[src/hdl/ep0_pkg.sv]
// ----------------------------------------------------------------------------
// Endpoint 0 request engine package
// Shared constants, request codes and the descriptor ROM contents.
// ----------------------------------------------------------------------------
package ep0_pkg;

  localparam int unsigned MaxPacket = 64;
  localparam int unsigned RomDepth  = 256;
  localparam int unsigned RomAw     = $clog2(RomDepth);

  // Event kinds.
  localparam logic [1:0] EvSetup = 2'd0;
  localparam logic [1:0] EvIn    = 2'd1;
  localparam logic [1:0] EvOut   = 2'd2;
  localparam logic [1:0] EvReset = 2'd3;

  // Endpoint responses.
  localparam logic [1:0] RespAck   = 2'd0;
  localparam logic [1:0] RespNak   = 2'd1;
  localparam logic [1:0] RespStall = 2'd2;

  // Request codes.
  localparam logic [7:0] ReqGetStatus  = 8'h00;
  localparam logic [7:0] ReqClrFeature = 8'h01;
  localparam logic [7:0] ReqSetAddress = 8'h05;
  localparam logic [7:0] ReqGetDesc    = 8'h06;
  localparam logic [7:0] ReqGetConfig  = 8'h08;
  localparam logic [7:0] ReqSetConfig  = 8'h09;
  localparam logic [7:0] ReqSetIdle    = 8'h0a;

  // Configuration register indexes.
  localparam logic CfgVendor  = 1'b0;
  localparam logic CfgProduct = 1'b1;

  // Descriptor ROM contents; bytes 7 to 11 are overlaid at read time.
  function automatic logic [7:0] rom_byte(input logic [RomAw-1:0] a);
    logic [7:0] b;
    b = 8'h00;
    unique case (a)
      8'd0: b = 8'h12; 8'd1: b = 8'h01; 8'd2: b = 8'h10; 8'd3: b = 8'h01;
      8'd17: b = 8'h01;
      8'd18: b = 8'h09; 8'd19: b = 8'h02; 8'd20: b = 8'h22; 8'd22: b = 8'h01;
      8'd23: b = 8'h01; 8'd25: b = 8'hA0; 8'd26: b = 8'h32;
      8'd27: b = 8'h09; 8'd28: b = 8'h04; 8'd31: b = 8'h01; 8'd32: b = 8'h03;
      8'd33: b = 8'h01; 8'd34: b = 8'h02;
      8'd36: b = 8'h09; 8'd37: b = 8'h21; 8'd38: b = 8'h10; 8'd39: b = 8'h01;
      8'd41: b = 8'h01; 8'd42: b = 8'h22; 8'd43: b = 8'h34;
      8'd45: b = 8'h07; 8'd46: b = 8'h05; 8'd47: b = 8'h81; 8'd48: b = 8'h03;
      8'd49: b = 8'h04; 8'd51: b = 8'h0a;
      8'd52: b = 8'h05; 8'd53: b = 8'h01; 8'd54: b = 8'h09; 8'd55: b = 8'h02;
      8'd56: b = 8'hA1; 8'd57: b = 8'h01; 8'd58: b = 8'h09; 8'd59: b = 8'h01;
      8'd60: b = 8'hA1; 8'd61: b = 8'h00; 8'd62: b = 8'h05; 8'd63: b = 8'h09;
      8'd64: b = 8'h19; 8'd65: b = 8'h01; 8'd66: b = 8'h29; 8'd67: b = 8'h03;
      8'd68: b = 8'h15; 8'd69: b = 8'h00; 8'd70: b = 8'h25; 8'd71: b = 8'h01;
      8'd72: b = 8'h75; 8'd73: b = 8'h01; 8'd74: b = 8'h95; 8'd75: b = 8'h03;
      8'd76: b = 8'h81; 8'd77: b = 8'h02; 8'd78: b = 8'h75; 8'd79: b = 8'h05;
      8'd80: b = 8'h95; 8'd81: b = 8'h01; 8'd82: b = 8'h81; 8'd83: b = 8'h01;
      8'd84: b = 8'h05; 8'd85: b = 8'h01; 8'd86: b = 8'h09; 8'd87: b = 8'h30;
      8'd88: b = 8'h09; 8'd89: b = 8'h31; 8'd90: b = 8'h09; 8'd91: b = 8'h38;
      8'd92: b = 8'h15; 8'd93: b = 8'h81; 8'd94: b = 8'h25; 8'd95: b = 8'h7f;
      8'd96: b = 8'h75; 8'd97: b = 8'h08; 8'd98: b = 8'h95; 8'd99: b = 8'h03;
      8'd100: b = 8'h81; 8'd101: b = 8'h06; 8'd102: b = 8'hC0; 8'd103: b = 8'hC0;
      8'd104: b = 8'h04; 8'd105: b = 8'h03; 8'd106: b = 8'h09; 8'd107: b = 8'h04;
      8'd108: b = 8'd16; 8'd109: b = 8'd3;
      8'd110: b = "G"; 8'd112: b = "e"; 8'd114: b = "n"; 8'd116: b = "e";
      8'd118: b = "r"; 8'd120: b = "i"; 8'd122: b = "c";
      8'd124: b = 8'd42; 8'd125: b = 8'd3;
      8'd126: b = "G"; 8'd128: b = "e"; 8'd130: b = "n"; 8'd132: b = "e";
      8'd134: b = "r"; 8'd136: b = "i"; 8'd138: b = "c"; 8'd140: b = " ";
      8'd142: b = "U"; 8'd144: b = "S"; 8'd146: b = "B"; 8'd148: b = "2";
      8'd150: b = "."; 8'd152: b = "0"; 8'd154: b = " ";
      8'd156: b = "M"; 8'd158: b = "o"; 8'd160: b = "u"; 8'd162: b = "s";
      8'd164: b = "e";
      default: b = 8'h00;
    endcase
    return b;
  endfunction

endpackage

[src/hdl/ep0_ram.sv]
// ----------------------------------------------------------------------------
// Endpoint 0 generic RAM
// Single write port, single read port with registered read data.
// ----------------------------------------------------------------------------
module ep0_ram #(
  parameter int unsigned Width = 8,
  parameter int unsigned Depth = 256
) (
  input  logic                     clk_i,
  input  logic                     we_i,
  input  logic [$clog2(Depth)-1:0] waddr_i,
  input  logic [Width-1:0]         wdata_i,
  input  logic [$clog2(Depth)-1:0] raddr_i,
  output logic [Width-1:0]         rdata_o
);

  logic [Width-1:0] mem [Depth];

  // Write and registered read.
  always_ff @(posedge clk_i) begin
    if (we_i) begin
      mem[waddr_i] <= wdata_i;
    end
    rdata_o <= mem[raddr_i];
  end

endmodule

[src/hdl/usb_ep0_standard_request_engine_unit.sv]
// ----------------------------------------------------------------------------
// USB endpoint 0 standard request engine
// Decodes endpoint 0 events and streams descriptor bytes from a ROM held in
// a synchronous memory, one byte per result item.
// ----------------------------------------------------------------------------
//  Channel  | Direction | Contents
//  s_axis   | in        | tuser: req_type; tdata: bm_request_type, b_request,
//           |           |        w_value, w_index, w_length
//  m_axis   | out       | tdata: ep_response, tx_len, data_byte, byte_index,
//           |           |        data_toggle, dev_address, configuration,
//           |           |        host_ready; tlast: last
//  cfg      | in        | vendor_id (index 0), product_id (index 1)
//
// After reset a sweep of all 256 addresses loads the descriptor ROM image
// into the RAM; no item is accepted during it. An item is decoded in StIdle,
// then gives up to 64 results, one per cycle unless the output stalls, one
// RAM read ahead of each; a stall holds the output register and sequencer.
module usb_ep0_standard_request_engine_unit (
  input  logic        clk_i,
  input  logic        rst_ni,
  input  logic        s_axis_tvalid,
  output logic        s_axis_tready,
  // req_type[1:0]
  input  logic [1:0]  s_axis_tuser,
  // bm_request_type[7:0], b_request[15:8], w_value[31:16],
  // w_index[47:32], w_length[63:48]
  input  logic [63:0] s_axis_tdata,
  output logic        m_axis_tvalid,
  input  logic        m_axis_tready,
  // ep_response[1:0], tx_len[8:2], data_byte[16:9], byte_index[22:17],
  // data_toggle[23], dev_address[30:24], configuration[38:31],
  // host_ready[39]
  output logic [39:0] m_axis_tdata,
  output logic        m_axis_tlast,
  input  logic        cfg_we_i,
  input  logic        cfg_index_i,
  input  logic [15:0] cfg_wdata_i
);
  import ep0_pkg::*;

  localparam logic [1:0] StInit = 2'd0;
  localparam logic [1:0] StIdle = 2'd1;
  localparam logic [1:0] StSend = 2'd2;

  logic [1:0]  state_q, state_d;
  logic [7:0]  init_q, init_d;
  logic [15:0] vid_q, pid_q;
  logic [6:0]  addr_q, addr_d;
  logic [7:0]  pcode_q, pcode_d;
  logic [15:0] rem_q, rem_d;
  logic [7:0]  rofs_q, rofs_d;
  logic [7:0]  cfgv_q, cfgv_d;
  logic        rdy_q, rdy_d, tog_q, tog_d;
  // per item emission
  logic [1:0]  resp_q, resp_d;
  logic [6:0]  n_q, n_d;
  logic [5:0]  idx_q, idx_d;
  logic [7:0]  base_q, base_d;
  logic        rom_q, rom_d;
  logic [7:0]  inl_q, inl_d;
  logic        ovalid_q, ovalid_d;
  logic [39:0] odata_q, odata_d;
  logic        olast_q, olast_d;
  logic [7:0]  raddr;
  logic [7:0]  rdata;
  logic [8:0]  ra_q;

  // input fields
  logic [1:0]  kind;
  logic [7:0]  bm, code;
  logic [15:0] wv, wi, wl;
  assign kind = s_axis_tuser;
  assign bm   = s_axis_tdata[7:0];
  assign code = s_axis_tdata[15:8];
  assign wv   = s_axis_tdata[31:16];
  assign wi   = s_axis_tdata[47:32];
  assign wl   = s_axis_tdata[63:48];

  assign s_axis_tready = (state_q == StIdle) && !ovalid_q;
  assign m_axis_tvalid = ovalid_q;
  assign m_axis_tdata  = odata_q;
  assign m_axis_tlast  = olast_q;

  // Descriptor RAM: loaded from the ROM image after reset.
  ep0_ram #(.Width(8), .Depth(RomDepth)) u_rom (
    .clk_i   (clk_i),
    .we_i    (state_q == StInit),
    .waddr_i (init_q),
    .wdata_i (rom_byte(init_q)),
    .raddr_i (raddr),
    .rdata_o (rdata)
  );

  function automatic logic [6:0] pkt(input logic [15:0] r);
    return (r < 16'(MaxPacket)) ? r[6:0] : 7'(MaxPacket);
  endfunction

  logic s_acc, emit;
  logic [7:0] byte_v;
  logic [8:0] rd_addr;
  logic [15:0] dlen;
  logic [7:0]  start;
  logic        stall;
  assign s_acc = s_axis_tvalid && s_axis_tready;
  // one output slot is taken each send cycle, when the slot is free
  assign emit = (state_q == StSend) && (!ovalid_q || m_axis_tready);

  // Byte value for the current index, with the register overlays.
  // Positions past the end of the ROM read as zero.
  always_comb begin
    unique case (ra_q)
      9'd7:  byte_v = 8'(MaxPacket);
      9'd8:  byte_v = vid_q[7:0];
      9'd9:  byte_v = vid_q[15:8];
      9'd10: byte_v = pid_q[7:0];
      9'd11: byte_v = pid_q[15:8];
      default: byte_v = ra_q[8] ? 8'h00 : rdata;
    endcase
    if (n_q == 7'd0) byte_v = 8'h00;
    else if (!rom_q) byte_v = (idx_q == 6'd0) ? inl_q : 8'h00;
  end

  // Next RAM address: stays on the current byte until it is emitted.
  always_comb begin
    rd_addr = {1'b0, base_d} + {3'b000, idx_d};
    raddr   = rd_addr[7:0];
  end

  always_comb begin
    state_d = state_q; init_d = init_q;
    addr_d = addr_q; pcode_d = pcode_q; rem_d = rem_q; rofs_d = rofs_q;
    cfgv_d = cfgv_q; rdy_d = rdy_q; tog_d = tog_q;
    resp_d = resp_q; n_d = n_q; idx_d = idx_q; base_d = base_q;
    rom_d = rom_q; inl_d = inl_q;
    ovalid_d = ovalid_q && !m_axis_tready;
    odata_d = odata_q; olast_d = olast_q;
    dlen = 16'd0; start = 8'd0; stall = 1'b0;

    unique case (state_q)
      StInit: begin
        init_d = init_q + 8'd1;
        if (init_q == 8'(RomDepth - 1)) state_d = StIdle;
      end
      StIdle: begin
        if (s_acc) begin
          n_d = 7'd0; idx_d = 6'd0; base_d = 8'd0; rom_d = 1'b0;
          inl_d = 8'd0; resp_d = RespNak;
          priority case (kind)
            EvOut: ;
            EvReset: begin
              addr_d = 7'd0; tog_d = 1'b0; state_d = StSend;
            end
            EvIn: begin
              state_d = StSend;
              if (pcode_q == ReqGetDesc) begin
                n_d = pkt(rem_q); base_d = rofs_q; rom_d = 1'b1;
                rem_d = rem_q - 16'(pkt(rem_q));
                rofs_d = rofs_q + 8'(pkt(rem_q));
                tog_d = !tog_q; resp_d = RespAck;
              end else begin
                if (pcode_q == ReqSetAddress) addr_d = rem_q[6:0];
                tog_d = 1'b0;
              end
            end
            default: begin
              state_d = StSend;
              pcode_d = code; rem_d = wl; tog_d = 1'b1;
              if ((bm & 8'h60) != 8'h00) begin
                if (code != ReqSetIdle && code != ReqSetConfig) stall = 1'b1;
              end else begin
                unique case (code)
                  ReqGetDesc: begin
                    unique case (wv[15:8])
                      8'h01: begin start = 8'd0; dlen = 16'd18; end
                      8'h02: begin start = 8'd18; dlen = 16'd34; end
                      8'h22: begin
                        if (wi[7:0] <= 8'd1) begin
                          start = 8'd52; dlen = 16'd52;
                          if (wi[7:0] == 8'd1) rdy_d = 1'b1;
                        end else stall = 1'b1;
                      end
                      8'h03: begin
                        unique case (wv[7:0])
                          8'd0: begin start = 8'd104; dlen = 16'd4; end
                          8'd1: begin start = 8'd108; dlen = 16'd16; end
                          8'd2: begin start = 8'd124; dlen = 16'd42; end
                          default: stall = 1'b1;
                        endcase
                      end
                      default: stall = 1'b1;
                    endcase
                    if (stall) rem_d = 16'd0;
                    else begin
                      if (wl > dlen) rem_d = dlen;
                      base_d = start; rom_d = 1'b1;
                      rofs_d = start + 8'(pkt(rem_d));
                    end
                  end
                  ReqSetAddress: rem_d = {8'd0, wv[7:0]};
                  ReqGetConfig: begin
                    inl_d = cfgv_q;
                    if (wl > 16'd1) rem_d = 16'd1;
                  end
                  ReqSetConfig: cfgv_d = wv[7:0];
                  ReqClrFeature: begin
                    if (bm[4:0] != 5'd2) stall = 1'b1;
                    else if (wi[7:0] != 8'h82 && wi[7:0] != 8'h02 &&
                             wi[7:0] != 8'h81 && wi[7:0] != 8'h01) stall = 1'b1;
                  end
                  ReqSetIdle: if (wl > 16'd1) rem_d = 16'd1;
                  ReqGetStatus: if (wl > 16'd2) rem_d = 16'd2;
                  default: stall = 1'b1;
                endcase
              end
              if (stall) resp_d = RespStall;
              else begin
                if (bm[7]) begin
                  n_d = pkt(rem_d);
                  rem_d = rem_d - 16'(pkt(rem_d));
                end
                resp_d = RespAck;
              end
            end
          endcase
        end
      end
      StSend: begin
        if (emit) begin
          ovalid_d = 1'b1;
          olast_d  = (n_q == 7'd0) || (7'(idx_q) + 7'd1 == n_q);
          odata_d  = {rdy_q, cfgv_q, addr_q, tog_q, idx_q, byte_v, n_q, resp_q};
          if (olast_d) state_d = StIdle;
          else idx_d = idx_q + 6'd1;
        end
      end
      default: state_d = StIdle;
    endcase
  end

  // Payload and read address registers.
  always_ff @(posedge clk_i) begin
    resp_q <= resp_d; n_q <= n_d; idx_q <= idx_d; base_q <= base_d;
    rom_q <= rom_d; inl_q <= inl_d; odata_q <= odata_d; olast_q <= olast_d;
    ra_q <= rd_addr;
  end

  // Control and architectural state.
  always_ff @(posedge clk_i or negedge rst_ni) begin
    if (!rst_ni) begin
      state_q <= StInit; init_q <= 8'd0;
      vid_q <= 16'd16701; pid_q <= 16'd8455;
      addr_q <= 7'd0; pcode_q <= 8'd0; rem_q <= 16'd0; rofs_q <= 8'd0;
      cfgv_q <= 8'd0; rdy_q <= 1'b0; tog_q <= 1'b0; ovalid_q <= 1'b0;
    end else begin
      state_q <= state_d; init_q <= init_d;
      addr_q <= addr_d; pcode_q <= pcode_d; rem_q <= rem_d; rofs_q <= rofs_d;
      cfgv_q <= cfgv_d; rdy_q <= rdy_d; tog_q <= tog_d; ovalid_q <= ovalid_d;
      if (cfg_we_i) begin
        if (cfg_index_i == CfgVendor) vid_q <= cfg_wdata_i;
        else if (cfg_index_i == CfgProduct) pid_q <= cfg_wdata_i;
      end
    end
  end

endmodule

[config.mk]
export PLATFORM = sky130hd
export DESIGN_NAME = usb_ep0_standard_request_engine_unit
export DESIGN_NICKNAME = d
export VERILOG_FILES = /design/src/hdl/ep0_pkg.sv /design/src/hdl/ep0_ram.sv /design/src/hdl/usb_ep0_standard_request_engine_unit.sv
export SDC_FILE = /design/constraint.sdc
export NUM_CORES = 2
export LEC_CHECK = 0
export BUFFER_PORTS_ARGS = -buffer_cell sky130_fd_sc_hd__buf_2
export CAP_MARGIN = 15
export CORE_ASPECT_RATIO = 1.75
export CORE_MARGIN = 2
export CORE_UTILIZATION = 57
export CTS_BUF_LIST = sky130_fd_sc_hd__clkbuf_16
export CTS_CLUSTER_DIAMETER = 60
export DETAILED_ROUTE_END_ITERATION = 10
export PLACE_DENSITY = 0.76
export REMOVE_ABC_BUFFERS = 1
export SETUP_SLACK_MARGIN = 0.2
export SLEW_MARGIN = 25
export SYNTH_ARGS = -nofsm -noshare
export SYNTH_HDL_FRONTEND = slang
export SYNTH_SLANG_ARGS = --single-unit
export TNS_END_PERCENT = 5
[constraint.sdc]
create_clock -name clk_i -period 14.1 [get_ports clk_i]
set_input_delay 2.82 -clock clk_i [delete_from_list [all_inputs] [get_ports clk_i]]
set_output_delay 2.82 -clock clk_i [all_outputs]
set_load 0.02 [all_outputs]
==> results.tsv <==
stage	metric	value	unit
global_routing	vias in the first global route	46775	
synth	YS warnings	0	
cts	Post-CTS Hold Buffers	0	
critical_path	crit path max fanout	33	
timing	Final Hold Fails	0	
timing	unrepaired setup endpoints after global routing	false	
routing	post-DR wirelength/cell	32.0	µm
synth	cells after synthesis	4476	
final_layout	share of cells above drive strength 1	0.268	
synth	top cell type by total area after synthesis	edfxtp_1	
power	Clock power frac	0.318	
synth	sequential fraction of the synthesis area	0.736	
cts	TritonCTS clock tree	yes	
global_routing	gr usage total	0.272	
cts	CTS Root Buffer Type	clkbuf_16	
power	switching power	4.64	mW
synth	post-synthesis xor/xnor area fraction	0.00405	
timing	setup violators final	0	
synth	number of synthesized flops with an enable pin	2107	
timing	Slew headroom	0.260	
power	leakage power	30.4	nW
timing	Hold WS	0.424	ns
routing	DRT Pass-1 Iters	6	
critical_path	Critical Path AT	9.91	ns
final_layout	Final Net Count	4751	
cts	CTS resizes	0	
final_layout	Fill cells	10090	
final_layout	Final Util	0.635	
synth	multiplexer share of the synthesized area	0.178	
routing	vias per cell	6.64	
power	Int Pwr	12.3	mW
cts	clk slew on worst S/H paths	0.07	ns
timing	Tcrit/Tclk final	0.655	
die	DIE HEIGHT	530	µm
cts	Worst-Skew Late Latency	0.85	ns
power	pwr/cell area	170	nW/µm²
synth	Mapped Avg Cell Area	20.1	µm²
die	Core Area	157000	µm²
synth	post-synth top area share	0.703	
final_layout	Layout area overhead	10.5	%
critical_path	crit start category	input pin	
run_status	status	finished clean	
synth	asr flop ratio synth	0.0413	
routing	Initial DRC Count	5401	
global_routing	first-pass GRT wire length	318000	µm
placement	Buffers on Ports	122	
timing	FMAX	108	MHz
synth	Post-Synth Adder-Cell Area	0.00609	
synth	Synth Area in Simple Gates	0.0374	
synth	largest family of logic cells by synthesized area	multiplexers	
timing	Worst Tran Pin Value	1.08	ns
die	Die Wd	304	µm
synth	Synth Flop Type	edfxtp_1	
cts	CTS max path bufs	4	
die	cell row count	192	
synth	mapped cell area	90000	µm²
global_routing	Overflow after GRT	0	
flow_run	max_cap viols	0	
synth	Synth area leaders	edfxtp_1, mux4_2, dfrtp_1	
cts	H-tree levels	4	
die	full die area	161000	µm²
synth	Synth Area in Compound Gates	0.0244	
synth	FF+latch count, synth	2230	
hold_path	Hold Path Class	reg2reg	
power	Comb power frac	0.195	
cts	clock net sink count	2230	
final_layout	area occupied by multi-input gates	22600	µm²
critical_path	Crit Reg-Reg Startpoint	n_q[4]	
routing	Antenna Violating Nets Remaining	0	
critical_path	Crit. Startpoint	s_axis_tdata[18]	
timing	final count of pins violating max slew	0	
timing	Final min period	9.23	ns
power	overall power	16.9	mW
timing	skew final	0.0422	ns
cts	Post-CTS Setup Bufs	0	
critical_path	crit path kind	in2reg	
critical_path	Crit. End Element	flop	
placement	GP Congestion	0.931	
routing	Post-route DRC	0	
global_routing	initial antenna violation count	4	
power	switch share	0.275	
power	Flop pwr share	0.487	
routing	via count	45197	
hold_path	HP Start	resp_q[0]	
die	Starting Density	0.574	
power	Max VDD drop	0.173	mV
placement	hpwl dp	132000	µm
cts	cts bufs inserted	190	
final_layout	register area	66200	µm²
global_routing	largest net degree at the start of global routing	221	
routing	DRT Wirelength	218000	µm
critical_path	Critical Path RT	14.78	ns
die	num ports	131	
synth	Netlist cell types	92	
## layout make-up
class | instances | share of cell area
inverter | 59 | 0.00225
multi-input combinational | 1934 | 0.228
tap | 2037 | 0.0256
timing repair buffer | 206 | 0.0147
clock inverter | 146 | 0.0151
antenna | 4 | 0.000101
clock buffer | 194 | 0.0488
sequential | 2230 | 0.666
## power groups by stage
stage	Combinational, mW	Sequential (mW)	Clock (mW)
CTS	3.29	8.23	5.42
global route	3.50	8.24	5.65
global placement	3.17	8.36	0
detailed placement	3.28	8.38	0
finish	3.30	8.23	5.38
floorplan	2.75	8.83	0
## path summary, 6_finish.rpt
path | to | slack [ns] | cells past startpoint
hold reg to reg | m_axis_tdata[0] | 0.42 | 0
setup / recovery | u_rom.rdata_o[0] | 4.87 | 18
min in group asynchronous | pcode_q[7] | 1.93 | 1
hold / removal | m_axis_tdata[0] | 0.42 | 0
setup reg to reg | u_rom.rdata_o[0] | 6.57 | 18
max in group asynchronous | init_q[3] | 10.86 | 2
## cell usage after synthesis (all sizes together), types with 4 or more instances
cell type and instances:
o2111ai 4, nor4 18, clkbuf 163, o21a 8, nand4 9, mux2i 50, nand3b 4, xnor2 25
or3 6, a22oi 17, dfrtp 80, buf 90, nand2b 18, nor2 356, o21bai 5, a311oi 6
ha 39, or2 8, mux2 62, a211oi 16, nand3 43, a21o 8, mux4 656, a221oi 5
dfxtp 31, xor2 11, o22ai 16, or4 10, o221ai 4, or4b 4, dfstp 12, a21oi 72
nand2 168, a31oi 13, o211ai 12, nor3 46, edfxtp 2107, nor2b 16, and2 19, and3 13
o21ai 109, a22o 11, inv 57
## registers in the layout, indices dropped and copies added, names as in the netlist, 2 cells and up
name,cells
inl_q,8
u_rom.mem,2048
resp_q,2
idx_q,6
m_axis_tdata,40
vid_q,16
base_q,8
rofs_q,8
ra_q,9
pcode_q,8
addr_q,7
init_q,8
rem_q,16
u_rom.rdata_o,8
n_q,7
cfgv_q,8
state_q,2
pid_q,16
## kinds of logic after synthesis
group / count (synthesis)
DFF: 2230
buffers and inverters: 312
other: 2
AOI/OAI and AO/OA: 338
and+or+nand+nor: 747
muxes: 768
adders and majority gates: 42
xor gates and xnor gates: 37
## placed cells by master, fill, tap and decap left out, types with 16 or more instances in the layout
cell,instances
clkbuf_16,194
clkinv_2,30
mux2i_1,50
a211oi_1,16
xnor2_1,20
bufinv_16,29
ha_1,38
inv_1,80
clkinv_1,33
dfxtp_1,31
mux2_2,62
edfxtp_1,2107
clkinvlp_4,20
nand2_1,168
buf_2,121
dfrtp_1,79
nor3_1,45
a21oi_1,72
nand2b_1,18
o21ai_0,102
and2_1,19
mux4_2,656
nand3_1,36
nor2_1,355
buf_4,66
a22oi_1,16
## through the flow
| step | cell area [µm²] | std cells | setup TNS, ns | setup WS, ns |
|---|---|---|---|---|
| 2_1_floorplan | 88900 | 4223 | -131.24 | -11.40 |
| 3_3_place_gp | 93000 | 6463 | 0 | 4.15 |
| 3_5_place_dp | 93000 | 6465 | 0 | 4.16 |
| 4_1_cts | 99400 | 6805 | 0 | 5.01 |
| 5_1_grt | 99400 | 6809 | 0 | 4.60 |
| 6_report | 99500 | 6810 | 0 | 4.87 |
## critical path: stages
cell and delay, ns:
buf_2 0.13, nor4_1 0.62, a311oi_1 0.22, a2111oi_2 0.54
and3_1 0.45, a22oi_1 0.23, o21a_1 0.29, fa_4 0.53
nand2b_1 0.16, a21oi_1 0.27, xnor2_2 0.17, buf_4 0.64
buf_4 0.72, mux4_2 0.63, o22ai_1 0.24, a21oi_1 0.09
a211oi_1 0.93, nor4_1 0.17
## routing by layer
layer / GRT usage / up-vias / wire [µm]
li1: - / 18631 / -
met1: 0.310 / 23617 / 72200
met2: 0.494 / 2390 / 117000
met3: 0.0347 / 557 / 13700
met4: 0.161 / 2 / 14700
met5: 0 / - / 13
(Power assumes the default switching activity.)
